**src/hdl/tet_pkg.sv**
```systemverilog
// Shared definitions for the type-encoding tokenizer: kind and mode codes,
// character constants, the token and batch types, and the character classifier.
// No dependencies.
`default_nettype none

package tet_pkg;

  // String length limit and field widths.
  localparam int MAX_STRING_LENGTH = 4096;
  localparam int POS_W = 13;
  localparam int KIND_W = 5;
  localparam int NUM_W = 2;

  // Result queue geometry.
  localparam int Q_DEPTH = 4;
  localparam int Q_PTR_W = 2;
  localparam int Q_CNT_W = 3;

  // Scan modes.
  localparam logic [2:0] MODE_NORMAL   = 3'd0;
  localparam logic [2:0] MODE_AFTER_AT = 3'd1;
  localparam logic [2:0] MODE_IN_QUOTE = 3'd2;
  localparam logic [2:0] MODE_UNTIL_EQ = 3'd3;
  localparam logic [2:0] MODE_DIGITS   = 3'd4;

  // Token kinds.
  localparam logic [KIND_W-1:0] K_INVALID     = 5'd0;
  localparam logic [KIND_W-1:0] K_VOID        = 5'd1;
  localparam logic [KIND_W-1:0] K_BASIC       = 5'd2;
  localparam logic [KIND_W-1:0] K_CSTRING     = 5'd3;
  localparam logic [KIND_W-1:0] K_OBJECT      = 5'd4;
  localparam logic [KIND_W-1:0] K_CLASS       = 5'd5;
  localparam logic [KIND_W-1:0] K_SELECTOR    = 5'd6;
  localparam logic [KIND_W-1:0] K_ARRAY_START = 5'd7;
  localparam logic [KIND_W-1:0] K_ARRAY_END   = 5'd8;
  localparam logic [KIND_W-1:0] K_STRUCT_START = 5'd9;
  localparam logic [KIND_W-1:0] K_STRUCT_END  = 5'd10;
  localparam logic [KIND_W-1:0] K_UNION_START = 5'd11;
  localparam logic [KIND_W-1:0] K_UNION_END   = 5'd12;
  localparam logic [KIND_W-1:0] K_BITFIELD    = 5'd13;
  localparam logic [KIND_W-1:0] K_POINTER     = 5'd14;
  localparam logic [KIND_W-1:0] K_UNKNOWN     = 5'd15;
  localparam logic [KIND_W-1:0] K_END         = 5'd16;

  // Characters with a role in the grammar.
  localparam logic [7:0] CH_NUL    = 8'h00;
  localparam logic [7:0] CH_QUOTE  = 8'h22;
  localparam logic [7:0] CH_EQUAL  = 8'h3D;
  localparam logic [7:0] CH_AT     = 8'h40;
  localparam logic [7:0] CH_LBRACK = 8'h5B;
  localparam logic [7:0] CH_LBRACE = 8'h7B;
  localparam logic [7:0] CH_LPAREN = 8'h28;
  localparam logic [7:0] CH_B_LOW  = 8'h62;
  localparam logic [7:0] CH_ZERO   = 8'h30;
  localparam logic [7:0] CH_NINE   = 8'h39;

  // One result item.
  typedef struct packed {
    logic [KIND_W-1:0] kind;
    logic [POS_W-1:0]  offset;
    logic [POS_W-1:0]  length;
    logic              unterminated;
    logic              last;
  } tet_token_t;

  // All results caused by one request, packed to the low slots.
  typedef struct packed {
    logic [NUM_W-1:0]   num;
    tet_token_t [2:0]   tok;
  } tet_batch_t;

  // Kind of a character that always forms a one-byte token.
  function automatic logic [KIND_W-1:0] simple_kind(input logic [7:0] b);
    logic [KIND_W-1:0] k;
    unique case (b)
      8'h76: k = K_VOID;                          // v
      8'h63, 8'h69, 8'h73, 8'h6C, 8'h71,
      8'h43, 8'h49, 8'h53, 8'h4C, 8'h51,
      8'h66, 8'h64, 8'h42: k = K_BASIC;           // c i s l q C I S L Q f d B
      8'h2A: k = K_CSTRING;                       // *
      8'h23: k = K_CLASS;                         // #
      8'h3A: k = K_SELECTOR;                      // :
      8'h5D: k = K_ARRAY_END;                     // ]
      8'h7D: k = K_STRUCT_END;                    // }
      8'h29: k = K_UNION_END;                     // )
      8'h5E: k = K_POINTER;                       // ^
      8'h3F: k = K_UNKNOWN;                       // ?
      default: k = K_INVALID;
    endcase
    return k;
  endfunction

endpackage

`default_nettype wire

```
**src/hdl/tet_lexer.sv**
```systemverilog
// Scan state and per-byte token generation for the type-encoding tokenizer.
// Depends on tet_pkg.
`default_nettype none

module tet_lexer
  import tet_pkg::*;
(
  input  wire logic       clk,
  input  wire logic       rst,
  input  wire logic       accept,
  input  wire logic [7:0] byte_in,
  input  wire logic       end_of_string,
  output tet_batch_t      batch
);

  // Scan state.
  logic [2:0]        mode, mode_next;
  logic [POS_W-1:0]  pos, pos_next;
  logic [POS_W-1:0]  tstart, tstart_next;
  logic [KIND_W-1:0] pkind, pkind_next;
  logic              finished, finished_next;

  // Candidate results: pending token, this byte's token, end token.
  tet_token_t [2:0]  cand;
  logic [2:0]        cand_vld;
  logic              forced;
  logic              absorbed;
  logic              ended;
  logic [7:0]        term;
  logic [POS_W-1:0]  len_incl;
  logic [POS_W-1:0]  len_excl;
  logic [NUM_W-1:0]  num;
  tet_token_t [2:0]  packed_tok;

  assign forced   = end_of_string || (pos >= POS_W'(MAX_STRING_LENGTH - 1));
  assign len_incl = pos + POS_W'(1) - tstart;
  assign len_excl = pos - tstart;
  assign term     = (mode == MODE_IN_QUOTE) ? CH_QUOTE : CH_EQUAL;

  // Token generation for the current byte.
  always_comb begin
    cand     = '0;
    cand_vld = '0;
    absorbed = 1'b0;
    ended    = 1'b0;
    mode_next   = mode;
    tstart_next = tstart;
    pkind_next  = pkind;
    cand[0].kind   = pkind;
    cand[0].offset = tstart;

    // Close or extend the pending token.
    unique case (mode)
      MODE_AFTER_AT: begin
        if (byte_in == CH_QUOTE) begin
          absorbed  = 1'b1;
          mode_next = MODE_IN_QUOTE;
          if (forced) begin
            cand_vld[0] = 1'b1;
            cand[0].length = len_incl;
            cand[0].unterminated = 1'b1;
            mode_next = MODE_NORMAL;
          end
        end else begin
          cand_vld[0] = 1'b1;
          cand[0].length = POS_W'(1);
          mode_next = MODE_NORMAL;
        end
      end
      MODE_IN_QUOTE, MODE_UNTIL_EQ: begin
        if (byte_in == CH_NUL) begin
          cand_vld[0] = 1'b1;
          cand[0].length = len_excl;
          cand[0].unterminated = 1'b1;
          mode_next = MODE_NORMAL;
        end else begin
          absorbed = 1'b1;
          if (byte_in == term) begin
            cand_vld[0] = 1'b1;
            cand[0].length = len_incl;
            mode_next = MODE_NORMAL;
          end else if (forced) begin
            cand_vld[0] = 1'b1;
            cand[0].length = len_incl;
            cand[0].unterminated = 1'b1;
            mode_next = MODE_NORMAL;
          end
        end
      end
      MODE_DIGITS: begin
        if (byte_in >= CH_ZERO && byte_in <= CH_NINE) begin
          absorbed = 1'b1;
          if (forced) begin
            cand_vld[0] = 1'b1;
            cand[0].length = len_incl;
            mode_next = MODE_NORMAL;
          end
        end else begin
          cand_vld[0] = 1'b1;
          cand[0].length = len_excl;
          mode_next = MODE_NORMAL;
        end
      end
      default: mode_next = MODE_NORMAL;
    endcase

    // Tokenize the byte itself when the pending token did not take it.
    cand[1].offset = pos;
    cand[1].length = POS_W'(1);
    if (!absorbed) begin
      priority if (byte_in == CH_NUL) begin
        cand_vld[1] = 1'b1;
        cand[1].kind = K_END;
        ended = 1'b1;
      end else if (byte_in == CH_AT || byte_in == CH_LBRACK || byte_in == CH_B_LOW ||
                   byte_in == CH_LBRACE || byte_in == CH_LPAREN) begin
        tstart_next = pos;
        priority if (byte_in == CH_AT) begin
          pkind_next = K_OBJECT;
          mode_next  = MODE_AFTER_AT;
        end else if (byte_in == CH_LBRACK) begin
          pkind_next = K_ARRAY_START;
          mode_next  = MODE_DIGITS;
        end else if (byte_in == CH_B_LOW) begin
          pkind_next = K_BITFIELD;
          mode_next  = MODE_DIGITS;
        end else if (byte_in == CH_LBRACE) begin
          pkind_next = K_STRUCT_START;
          mode_next  = MODE_UNTIL_EQ;
        end else begin
          pkind_next = K_UNION_START;
          mode_next  = MODE_UNTIL_EQ;
        end
        if (forced) begin
          cand_vld[1] = 1'b1;
          cand[1].kind = pkind_next;
          cand[1].unterminated = (mode_next == MODE_UNTIL_EQ);
          mode_next = MODE_NORMAL;
        end
      end else begin
        cand_vld[1] = 1'b1;
        cand[1].kind = simple_kind(byte_in);
      end
    end

    // End token after the last byte of the string or at the length cap.
    cand[2].kind   = K_END;
    cand[2].offset = pos + POS_W'(1);
    cand[2].length = POS_W'(1);
    if (!ended && forced) begin
      cand_vld[2] = 1'b1;
      ended = 1'b1;
    end
  end

  // Pack valid candidates to the low slots and mark the final one.
  always_comb begin
    packed_tok = '0;
    num = '0;
    if (!finished) begin
      for (int i = 0; i < 3; i++) begin
        if (cand_vld[i]) begin
          packed_tok[num] = cand[i];
          num = num + NUM_W'(1);
        end
      end
    end
    if (num != '0) begin
      packed_tok[num - NUM_W'(1)].last = 1'b1;
    end
    batch.num = num;
    batch.tok = packed_tok;
  end

  logic [2:0]        mode_upd;
  logic [POS_W-1:0]  pos_upd;
  logic [POS_W-1:0]  tstart_upd;
  logic [KIND_W-1:0] pkind_upd;

  // State update on each accepted request.
  always_comb begin
    mode_upd      = mode;
    pos_upd       = pos;
    tstart_upd    = tstart;
    pkind_upd     = pkind;
    finished_next = finished;
    if (finished) begin
      if (end_of_string) begin
        mode_upd = MODE_NORMAL;
        pos_upd = '0;
        tstart_upd = '0;
        pkind_upd = '0;
        finished_next = 1'b0;
      end
    end else if (ended) begin
      mode_upd = MODE_NORMAL;
      if (end_of_string) begin
        pos_upd = '0;
        tstart_upd = '0;
        pkind_upd = '0;
      end else begin
        finished_next = 1'b1;
      end
    end else begin
      mode_upd   = mode_next;
      pos_upd    = pos + POS_W'(1);
      tstart_upd = tstart_next;
      pkind_upd  = pkind_next;
    end
  end

  always_ff @(posedge clk) begin
    if (rst) begin
      mode     <= MODE_NORMAL;
      pos      <= '0;
      tstart   <= '0;
      pkind    <= '0;
      finished <= 1'b0;
    end else if (accept) begin
      mode     <= mode_upd;
      pos      <= pos_upd;
      tstart   <= tstart_upd;
      pkind    <= pkind_upd;
      finished <= finished_next;
    end
  end

endmodule

`default_nettype wire

```
**src/hdl/type_encoding_tokenizer.sv**
```systemverilog
// Type-encoding tokenizer: one byte per request, up to three tokens per byte.
// A token enters the result queue when its byte is taken and is offered from its head.
// Throughput: one byte per cycle while each byte yields at most one token and the
// output is ready; more tokens from one byte use the single output port in turn.
// The four-entry result queue accepts a byte only while it has room for three.
// Reset (rst, synchronous) clears the scan state and empties the result queue.
`default_nettype none

module type_encoding_tokenizer
  import tet_pkg::*;
(
  input  wire logic              clk,
  input  wire logic              rst,
  input  wire logic              in_valid,
  output logic                   in_ready,
  input  wire logic [7:0]        byte_in,
  input  wire logic              end_of_string,
  output logic                   out_valid,
  input  wire logic              out_ready,
  output logic [KIND_W-1:0]      token_kind,
  output logic [POS_W-1:0]       token_offset,
  output logic [POS_W-1:0]       token_length,
  output logic                   unterminated,
  output logic                   last_of_run
);

  logic         in_fire;
  logic         out_fire;
  tet_batch_t   batch;

  // Result queue.
  tet_token_t                 queue [Q_DEPTH];
  logic [Q_PTR_W-1:0]         wptr, rptr;
  logic [Q_CNT_W-1:0]         count, count_next;
  logic [Q_CNT_W-1:0]         num_in;
  tet_token_t                 head;

  assign in_ready  = (count <= Q_CNT_W'(Q_DEPTH - 3));
  assign in_fire   = in_valid && in_ready;
  assign out_valid = (count != '0);
  assign out_fire  = out_valid && out_ready;
  assign num_in    = in_fire ? Q_CNT_W'(batch.num) : '0;

  // Lexer state and token generation.
  tet_lexer u_lexer (
    .clk           (clk),
    .rst           (rst),
    .accept        (in_fire),
    .byte_in       (byte_in),
    .end_of_string (end_of_string),
    .batch         (batch)
  );

  // Write the new tokens behind the queue tail.
  always_ff @(posedge clk) begin
    for (int i = 0; i < 3; i++) begin
      if (in_fire && (NUM_W'(i) < batch.num)) begin
        queue[wptr + Q_PTR_W'(i)] <= batch.tok[i];
      end
    end
  end

  // Pointer and occupancy bookkeeping.
  assign count_next = count + num_in - (out_fire ? Q_CNT_W'(1) : '0);

  always_ff @(posedge clk) begin
    if (rst) begin
      wptr  <= '0;
      rptr  <= '0;
      count <= '0;
    end else begin
      wptr  <= wptr + num_in[Q_PTR_W-1:0];
      if (out_fire) begin
        rptr <= rptr + Q_PTR_W'(1);
      end
      count <= count_next;
    end
  end

  // Head of the queue drives the output fields.
  assign head         = queue[rptr];
  assign token_kind   = head.kind;
  assign token_offset = head.offset;
  assign token_length = head.length;
  assign unterminated = head.unterminated;
  assign last_of_run  = head.last;

  // The queue never holds more than its depth.
  assert property (@(posedge clk) disable iff (rst) count <= Q_CNT_W'(Q_DEPTH))
    else $error("result queue overflow");

  // Occupancy follows the tokens written and taken.
  assert property (@(posedge clk) disable iff (rst)
    1'b1 |=> count == $past(count) + $past(num_in) - ($past(out_fire) ? 3'd1 : 3'd0))
    else $error("result queue count mismatch");

  // A byte is taken only when the queue has room for a full batch.
  assert property (@(posedge clk) disable iff (rst)
    in_fire |-> (count + Q_CNT_W'(batch.num) <= Q_CNT_W'(Q_DEPTH)))
    else $error("batch written into a queue without room");

  // The queue is empty right after reset.
  assert property (@(posedge clk) rst |=> !out_valid)
    else $error("output valid after reset");

endmodule

`default_nettype wire

```
**config.mk**
```make
export PLATFORM = sky130hd
export DESIGN_NAME = type_encoding_tokenizer
export DESIGN_NICKNAME = d
export VERILOG_FILES = /design/src/hdl/tet_pkg.sv /design/src/hdl/tet_lexer.sv /design/src/hdl/type_encoding_tokenizer.sv
export SDC_FILE = /design/constraint.sdc
export NUM_CORES = 1
export LEC_CHECK = 0
export BUFFER_PORTS_ARGS = -buffer_cell sky130_fd_sc_hd__buf_2
export CAP_MARGIN = 40
export CORE_MARGIN = 1
export CORE_UTILIZATION = 40
export DETAILED_ROUTE_END_ITERATION = 8
export GPL_TIMING_DRIVEN = 0
export SYNTH_ARGS = -nofsm -noshare
export SYNTH_HDL_FRONTEND = slang
export SYNTH_SLANG_ARGS = --single-unit
```
**constraint.sdc**
```tcl
create_clock -name clk -period 10 [get_ports clk]
set_input_delay 1 -clock clk [delete_from_list [all_inputs] [get_ports clk]]
set_output_delay 1 -clock clk [all_outputs]
set_load 0.02 [all_outputs]
```
==> reports/results.ini, run 1 <==
[min_path]
hold_start=u_lexer.pkind[2]
min_to=u_lexer.pkind[2]
hold_class=reg -> reg
hold_depth=2

[clocking]
root_buffer=clkbuf_16
cts_buffers=17
clkTransAtPathRegs_ps=80
cts_tree=yes
cts_resized=0
cts.path.max_buffers=2
hold_buffers=0
post_cts_buffers=0
htreeDepth=4
clkLatencyLatePin_ps=460
clock-sinks=176

[final_layout]
fin_nets=1224
n_antenna_cell=0
final_area_sq_um=12780
n_fill_cell=2606
final_layout_size_suffix_gt1_share_pct=14.87
areaGrowthSynthToFinish_pct=13.58

[yosys]
synth_top_family_by_area=compound AO/OA/AOI/OAI gates
synthFlopType=edfxtp_1
yosysWarnings=0
synth.area.mux_share_pct=7.017
ys_seq_area_share_pct=43.06
avgSynthCellArea_sq_um=10.21
yosys.area_share.simple_pct=18.25
synth_top_area_cell=edfxtp_1
synth_edf_count=132
postSynthCellCount=1102
ys_top_cells_by_area=edfxtp_1, dfxtp_1, mux4_2
syn_area_sq_um=11250
synthesis.nets=1149
async_reset_ff_share_pct=0
yosysTopAreaCellShare_pct=35.23
synth_xor_area_share_pct=2.402
synth_compound_gate_area_share_pct=21.00
synthAdderAreaFrac_pct=3.981
ys_seq_elements=176
synthDistinctLibCells=89

[detailed_routing]
wl_per_cell_um=23.60
routed_wl_mm=37.01
drc_errors=0
ant_nets=0
vias_per_cell=6.336
initialDrtViolationCount=1206
vias=9935
first_pass_iters=6

[critical_path]
r2r_slack_ps=4320
arrival_ps=6130
crit_top_cell=buf_2
crit_chain=buf_2 -> nor4b_1 -> a21boi_0 -> o32ai_1 -> nand3_1 -> buf_2 -> ha_1 -> xnor2_2 -> nor3_1 -> nor2_1 -> o21ai_4 -> buf_16
rr_startpoint=u_lexer.pos[1]
end_kind=register
crit_fanout=18
cp_num_buf_inv=3
crit_required_ps=10150
startpoint_type=input port
ff2ff_path_depth=12
cp_slowest_cell=o21ai_4
reg2reg_to=queue[1][2]
cp_slowest_stage_delay_ps=710
crit_type=in -> reg
cp_top_family=simple AND/OR/NAND/NOR gates

[global_routing]
antenna_found_initial=0
grt_pass1_vias=9478
grt_pass1_wl_mm=56.72
grt_remaining_overflow=0
groute.usage.overall_pct=26.19
grt_max_degree=23

[sta]
rsz0062_at_grt=false
fmax_ghz=0.1671
skew_ps=22.56
slew-limit-headroom_pct=33.63
finalHoldViolations=0
tightest_slew_ps=991.0
finalCritPeriodShare_pct=59.84
drv_slew=0
fin_crit_ps=5984
setup_viol=0
tns_ps=0

[placement]
port_buffers=43
hpwl_mm=27.49
gp_congestion=1.000
place_area_sq_um=12150

[die]
die_y_um=169.7
num_io_pins=48
row_count=61
start_util_pct=40.61
core_sq_um=27710
dieWidth_um=169.7
dieArea_sq_um=28800

[flow_run]
maxCapViolations=0

[power_and_ir_drop]
p_comb_share_pct=29.9
sw_frac_of_total_pct=35.33
seqPwrFrac_pct=39.9
power_w=0.002326
ir_drop_mv=0.1092
power.density_nw_per_um2=182.0
p_leak_nw=4.330
switching_power_w=0.0008215
power.internal_w=0.001504
power.share.clock_pct=30.2

[status]
status=finished, final reports clean

## state kept, by name, indices dropped and copies added, names as in the netlist, named ones only
signal            flops
count                 3
u_lexer.pkind         5
u_lexer.finished      1
queue               132
u_lexer.tstart       13
rptr                  2
u_lexer.mode          3
u_lexer.pos          13
wptr                  2
## final cells by class
type                    count  area (sq um)  share of cell area, %
flip-flops and latches    176          4845                  37.91
inverters                  32         125.1                 0.9791
clock inverters            15         202.7                  1.586
repair buffers             56         381.6                  2.986
well taps                 378         473.0                  3.701
plain buffers              79         357.8                  2.800
multi-input cells         815          5968                  46.71
clock buffers              17         425.4                  3.329
## stage by stage
step	utilization, %	instances	hold WS, ps	worst slack (ps)
floorplan	-	1102	457.1	3490
global placement	43.09	1523	471.0	259.9
detailed placement	43.84	1535	492.2	3741
CTS	46.10	1567	510.6	4188
global route	46.12	1568	520.4	3735
finish	46.12	1568	513.3	4016
## routing by layer
metal  vias to the layer above  routed length [um]  track usage, %  part of all wire [%]
met2                       560               16690           41.18                    45
met5                         -                   0               0                     0
met1                      4809               15810           35.56                    43
met3                        95                3386           5.201                   9.1
met4                         0                1119           9.792                   3.0
li1                       4471                   -               -                     -
## synth_stat cells, drive strengths merged, types with 13 or more instances
master	instances
buf	26
inv	32
edfxtp	132
o21ai	34
nand2	78
a221oi	30
dfxtp	44
and2	22
a22oi	38
a21oi	53
nor2b	16
mux4	33
and3	13
ha	31
nor4	13
nand4	13
xnor2	20
o221ai	19
nand3	27
nor2	122
clkbuf	53
nand2b	13
a211oi	38
o22ai	19
nor3	33
## worst reg2reg max path: cells and delay by family (launching register included)
| kind | cells | cell delay, ps |
|---|---|---|
| flops | 1 | 410 |
| xor+xnor | 1 | 320 |
| compound gates | 3 | 1190 |
| buf+inv | 3 | 980 |
| simple gates | 4 | 2130 |
| fa+ha+maj | 1 | 330 |
## cell usage in the layout, fill, tap and decap left out, types with 22 or more instances in the layout
cell and n:
a211oi_1 38, a21oi_1 52, a221oi_1 30, a22oi_1 37, and2_1 22, buf_2 61, clkbuf_1 53, dfxtp_1 44
edfxtp_1 132, ha_1 31, inv_1 30, mux4_2 33, nand2_1 77, nand3_1 27, nor2_1 119, nor3_1 32
o21ai_0 28
## cells by family (layout without fill, tap and decap cells)
| kind of cell | Yosys count | in the layout |
|---|---|---|
| and+or+nand+nor | 389 | 389 |
| AOI/OAI and AO/OA | 325 | 325 |
| DFF | 176 | 176 |
| buffers and inverters | 111 | 199 |
| muxes | 37 | 37 |
| adders and majority gates | 34 | 34 |
| xor gates and xnor gates | 30 | 30 |
## worst max path at each step
stage	endpoint	slack [ps]	startpoint	depth (start not counted)
2_1_floorplan	queue[0][0]	3490	byte_in[0]	11
3_5_place_dp	queue[1][11]	3740	byte_in[7]	12
6_report	queue[1][2]	4020	byte_in[7]	12
3_3_place_gp	queue[1][7]	260	byte_in[2]	11
4_1_cts	queue[1][2]	4190	byte_in[7]	12
5_1_grt	queue[1][2]	3730	byte_in[7]	12
## power groups by stage
stage,sequential (W),clock [W],combinational [W]
2_1_floorplan,0.000940,0,0.000455
3_3_place_gp,0.000960,0,0.000644
3_5_place_dp,0.000944,0,0.000693
4_1_cts,0.000928,0.000703,0.000695
5_1_grt,0.000935,0.000730,0.000746
6_report,0.000928,0.000702,0.000696
Power figures use the tool's default switching activity.
==> run 2: changes to the inputs <==
- clock period: 10 -> 5.7 ns (I/O delays scaled with it)
==> reports/results.ini, run 2 (same netlist as run 1, synthesis figures left out) <==
[global_routing]
grt_pass1_wl_mm=56.72  ; unchanged
antenna_found_initial=0  ; unchanged
groute.usage.overall_pct=26.19  ; unchanged
grt_max_degree=23  ; unchanged
grt_remaining_overflow=0  ; unchanged
grt_pass1_vias=9478  ; unchanged

[power_and_ir_drop]
power_w=0.004090  ; +76%
ir_drop_mv=0.1907  ; +75%
sw_frac_of_total_pct=35.28  ; -0.047 points
power.share.clock_pct=30.1  ; about the same
switching_power_w=0.001443  ; +76%
power.internal_w=0.002647  ; +76%
power.density_nw_per_um2=318.9  ; +75%
seqPwrFrac_pct=39.8  ; about the same
p_leak_nw=4.370  ; +0.93%
p_comb_share_pct=30.1  ; +0.2 points

[placement]
port_buffers=43  ; unchanged
pre_cts_ws_ps=-129.0  ; -3870 ps
gp_congestion=1.000  ; unchanged
hpwl_mm=27.49  ; unchanged

[die]
die_y_um=169.7  ; unchanged
num_io_pins=48  ; unchanged
dieWidth_um=169.7  ; unchanged
start_util_pct=40.61  ; unchanged
core_sq_um=27710  ; unchanged
dieArea_sq_um=28800  ; unchanged
row_count=61  ; unchanged

[critical_path]
ff2ff_path_depth=12  ; unchanged
crit_required_ps=5850  ; -4300 ps
reg2reg_to=queue[3][10]
crit_end=queue[3][10]
crit_type=in -> reg
arrival_ps=5590  ; -540 ps
crit_fanout=21  ; +3
end_kind=register
r2r_slack_ps=330  ; -3990 ps
crit_start=byte_in[2]
startpoint_type=input port
rr_startpoint=u_lexer.pos[1]

[final_layout]
ff_latch_area_sq_um=4845  ; unchanged
largest_register_ffs=132  ; unchanged
n_fill_cell=2604  ; -0.077%
largest_registers=queue x132, u_lexer.pos x13, u_lexer.tstart x13
final_common_cell=edfxtp_1
final_util_pct=46.29  ; +0.17 points
regMostFlops=queue
n_antenna_cell=0  ; unchanged
multi_input_area_sq_um=5986  ; +0.29%
fin_nets=1228  ; +0.33%
final_cell_mix=edfxtp_1, nor2_1, nand2_1
areaGrowthSynthToFinish_pct=14.00
final_layout_size_suffix_gt1_share_pct=15.33  ; +0.45 points

[detailed_routing]
highest_layer=met4
vias_per_cell=6.320  ; -0.25%
wl_per_cell_um=23.57  ; -0.13%
initialDrtViolationCount=1277  ; +5.9%
first_pass_iters=6  ; unchanged
wl_met3_mm=3.222  ; -4.8%
drc_errors=0  ; unchanged
wl_met2_mm=16.77  ; +0.50%
vias=9935  ; unchanged
routed_wl_mm=37.05  ; +0.12%
met1Wirelength_mm=15.88  ; +0.42%
ant_nets=0  ; unchanged

[clocking]
cts_tree=yes
hold_buffers=0  ; unchanged
clkLatencyLatePin_ps=450  ; about the same
clock-sinks=176  ; unchanged
htreeDepth=4  ; unchanged
root_buffer=clkbuf_16
cts_buffers=17  ; unchanged
cts.path.max_buffers=2  ; unchanged
clkTransAtPathRegs_ps=80  ; about the same

[sta]
fmax_ghz=0.1837
holdWs_ps=512.4  ; -0.9060 ps
fin_ws_ps=256.8  ; -3760 ps
finalCritPeriodShare_pct=95.50
slew-limit-headroom_pct=30.00  ; -3.6 points
setup_viol=0  ; unchanged
skew_ps=21.35  ; -1.204 ps
finalHoldViolations=0  ; unchanged
drv_slew=0  ; unchanged
fin_crit_ps=5443
rsz0062_at_grt=false
tightest_slew_ps=1035  ; +44.51 ps

[min_path]
hold_start=u_lexer.pkind[2]
hold_class=reg -> reg

[flow_run]
maxCapViolations=0  ; unchanged

[status]
status=finished, final reports clean

[run 2: changes by cell type in the layout (fill, tap and decap cells not counted), sizes merged]
cell / previous run / this run
buf: 82 / 86
[run 2: through the flow]
stage / cell area, sq um / TNS [ps] / cells
2_1_floorplan: 11250 / -50170 / 1102
3_3_place_gp: 11940 / -470710 / 1523
3_5_place_dp: 12150 / -3791 / 1535
4_1_cts: 12770 / 0 / 1567
5_1_grt: 12830 / 0 / 1572
6_report: 12830 / 0 / 1572
[run 2: layout make-up]
type                       count  share of cell area [%]
buffer                        79                   2.790
clock buffer                  17                   3.317
clock inverter                15                   1.580
inverter                      32                  0.9755
multi-input combinational    815                   46.67
sequential                   176                   37.77
tap                          378                   3.687
timing repair buffer          60                   3.209
[run 2: worst min path at each step]
| stage | slack (ps) | endpoint | cells past startpoint |
|---|---|---|---|
| floorplan | 460 | u_lexer.pkind[3] | 2 |
| finish | 510 | u_lexer.pkind[2] | 2 |
| detailed placement | 490 | u_lexer.pkind[2] | 2 |
| CTS | 510 | u_lexer.pkind[4] | 1 |
| global route | 520 | u_lexer.pkind[4] | 1 |
| global placement | 470 | u_lexer.pkind[3] | 2 |
[run 2: what timing repair did]
action | CTS | global route
endpoints found under the setup margin | 0 | 98
resized for setup | 0 | 3
buffers inserted | 0 | 4
endpoints found under the hold margin | 0 | 0
[run 2: per-layer routing]
metal | vias to the layer above | GRT usage, %
met3 | 96 | 5.201
met5 | - | 0
li1 | 4481 | -
met4 | 0 | 9.792
met1 | 4854 | 35.56
met2 | 504 | 41.18
[run 2: worst max-delay path: stages]
cell      delay (ps)
clkbuf_1         320
or4_1            330
nor2_4           120
a22oi_2          640
nand3_1          570
buf_2            380
ha_1             390
xnor2_2          320
nor3_1           670
nor2_1           350
o21ai_4          640
buf_12           270
[run 2: power groups by stage]
stage	sequential [W]	combinational (W)	clock (W)
after floorplan	0.00165	0.000798	0
after global placement	0.00168	0.00113	0
after detailed placement	0.00166	0.00122	0
after CTS	0.00163	0.00122	0.00123
after global routing	0.00164	0.00132	0.00128
final	0.00163	0.00123	0.00123
==> run 3: changes to the inputs <==
- RECOVER_POWER: not set -> 50
==> reports/results.ini, run 3 (same netlist as run 1, synthesis figures left out) <==
[status]
status=complete, but fails checks
violations=capacitance limit

[sta]
slew-limit-headroom_pct=0.3688  ; -30 points
fmax_ghz=0.1795  ; -2.3%
finalHoldViolations=0  ; unchanged
holdWs_ps=509.6  ; -2.862 ps
setup_viol=0  ; unchanged
fin_crit_ps=5572  ; +128.9 ps
tightest_slew_ps=1479  ; +443.4 ps
skew_ps=22.18  ; +0.8292 ps
finalCritPeriodShare_pct=97.76  ; +2.3 points
rsz0062_at_grt=false
drv_slew=0  ; unchanged

[die]
num_io_pins=48  ; unchanged
row_count=61  ; unchanged
core_sq_um=27710  ; unchanged
die_y_um=169.7  ; unchanged
dieArea_sq_um=28800  ; unchanged
dieWidth_um=169.7  ; unchanged
start_util_pct=40.61  ; unchanged

[placement]
port_buffers=43  ; unchanged
hpwl_mm=27.49  ; unchanged
gp_congestion=1.000  ; unchanged
place_area_sq_um=12150  ; unchanged

[clocking]
cts_tree=yes
clock-sinks=176  ; unchanged
cts.path.max_buffers=2  ; unchanged
root_buffer=clkbuf_16
clkTransAtPathRegs_ps=80  ; about the same
clkLatencyLatePin_ps=450  ; about the same
htreeDepth=4  ; unchanged
hold_buffers=0  ; unchanged
cts_buffers=17  ; unchanged

[min_path]
hold_start=u_lexer.pkind[2]
min_to=u_lexer.pkind[2]
hold_class=reg -> reg
hold_depth=2  ; unchanged

[critical_path]
startpoint_type=register
cp_top_family=simple AND/OR/NAND/NOR gates
rr_startpoint=u_lexer.pos[1]
arrival_ps=5730  ; +140 ps
cp_num_buf_inv=4  ; +1
crit_type=reg -> reg
crit_chain=clkbuf_1 -> a21oi_1 -> nor4_4 -> o32ai_1 -> nand3_1 -> inv_2 -> ha_1 -> nor3_1 -> mux2_1 -> inv_6 -> nor4_2 -> nor2_1 -> o21ai_4 -> buf_4
end_kind=register
crit_fanout=10  ; -52%
ff2ff_path_depth=14  ; +2
r2r_slack_ps=130  ; -200 ps
cp_slowest_cell=nor4_2
reg2reg_to=queue[1][27]
crit_required_ps=5860  ; about the same
cp_slowest_stage_delay_ps=780  ; +110 ps

[final_layout]
areaGrowthSynthToFinish_pct=12.91
fin_nets=1228  ; unchanged
regMostFlops=queue
largest_registers=queue x132, u_lexer.pos x13, u_lexer.tstart x13
final_area_sq_um=12700  ; -0.96%
final_cell_mix=edfxtp_1, nor2_1, clkbuf_1
final_layout_size_suffix_gt1_share_pct=11.31  ; -4.0 points
largest_register_ffs=132  ; unchanged
final_common_cell=edfxtp_1
n_antenna_cell=0  ; unchanged

[global_routing]
grt_remaining_overflow=0  ; unchanged
groute.usage.overall_pct=26.19  ; unchanged
grt_pass1_vias=9478  ; unchanged
antenna_found_initial=0  ; unchanged
grt_max_degree=23  ; unchanged
grt_pass1_wl_mm=56.72  ; unchanged

[detailed_routing]
ant_nets=0  ; unchanged
vias=10080  ; +1.4%
first_pass_iters=8  ; +2
wl_per_cell_um=23.60  ; +0.13%
routed_wl_mm=37.10  ; +0.13%
vias_per_cell=6.411  ; +1.4%
drc_errors=0  ; unchanged
initialDrtViolationCount=1239  ; -3.0%

[power_and_ir_drop]
power.density_nw_per_um2=317.9  ; -0.30%
p_leak_nw=4.221  ; -3.4%
ir_drop_mv=0.2028  ; +6.4%

[flow_run]
maxCapViolations=1  ; +1

## run 3: cell types whose count changed in the layout (fill, tap and decap cells not counted), sizes merged
cell,delta
buf,-46
clkbuf,+46
## run 3: stage by stage
step	power, W	setup WS (ps)	cells	setup TNS (ps)	utilization [%]
2_1_floorplan	0.002447	-380.1	1102	-50170	-
3_3_place_gp	0.002813	-3610	1523	-470710	43.09
3_5_place_dp	0.002872	-129.0	1535	-3791	43.84
4_1_cts	0.004082	153.9	1567	0	46.10
5_1_grt	0.004187	6.378	1572	0	45.85
6_report	0.004039	127.8	1572	0	45.85
## run 3: how the worst max path moves through the flow
stage                               from      endpoint  slack, ps  depth (start not counted)
after floorplan               byte_in[0]   queue[0][0]       -380                         11
after global placement        byte_in[2]   queue[1][7]      -3610                         11
after detailed placement      byte_in[7]  queue[1][11]       -130                         12
after CTS                 u_lexer.pos[1]   queue[1][2]        150                         12
after global routing          byte_in[3]  queue[2][19]          6                         13
final                     u_lexer.pos[1]  queue[1][27]        130                         14
## run 3: worst register-to-register path: stages, from the launching register on
cell	delay, ps
dfxtp_1	410
clkbuf_1	410
a21oi_1	210
nor4_4	470
o32ai_1	250
nand3_1	420
inv_2	220
ha_1	340
nor3_1	190
mux2_1	450
inv_6	150
nor4_2	780
nor2_1	490
o21ai_4	270
buf_4	230
## run 3: layout make-up
class,count,area (sq um)
sequential,176,4845
fill,2638,15000
buffer,79,337.8
clock buffer,17,425.4
timing repair buffer,60,344.1
multi-input combinational,815,5951
tap,378,473.0
clock inverter,15,202.7
inverter,32,125.1
## run 3: routing by layer
metal | vias to the layer above | part of all wire (%) | GRT usage [%]
li1 | 4481 | - | -
met1 | 4873 | 42 | 35.56
met2 | 600 | 45 | 41.18
met3 | 124 | 9.8 | 5.201
met4 | 0 | 3.6 | 9.792
met5 | - | 0 | 0
## run 3: power by group
group	switching (W)	leakage, nW	internal [W]	total, W
combinational	0.000764	2.33	0.000417	0.00118
clock	0.000627	0.298	0.000605	0.00123
sequential	0.0000511	1.59	0.00157	0.00163
## run 3: repair_timing
item                       4_1_cts  5_1_grt
gates resized for setup          0        3
buffers inserted                 0        4
setup endpoints to repair        0       98
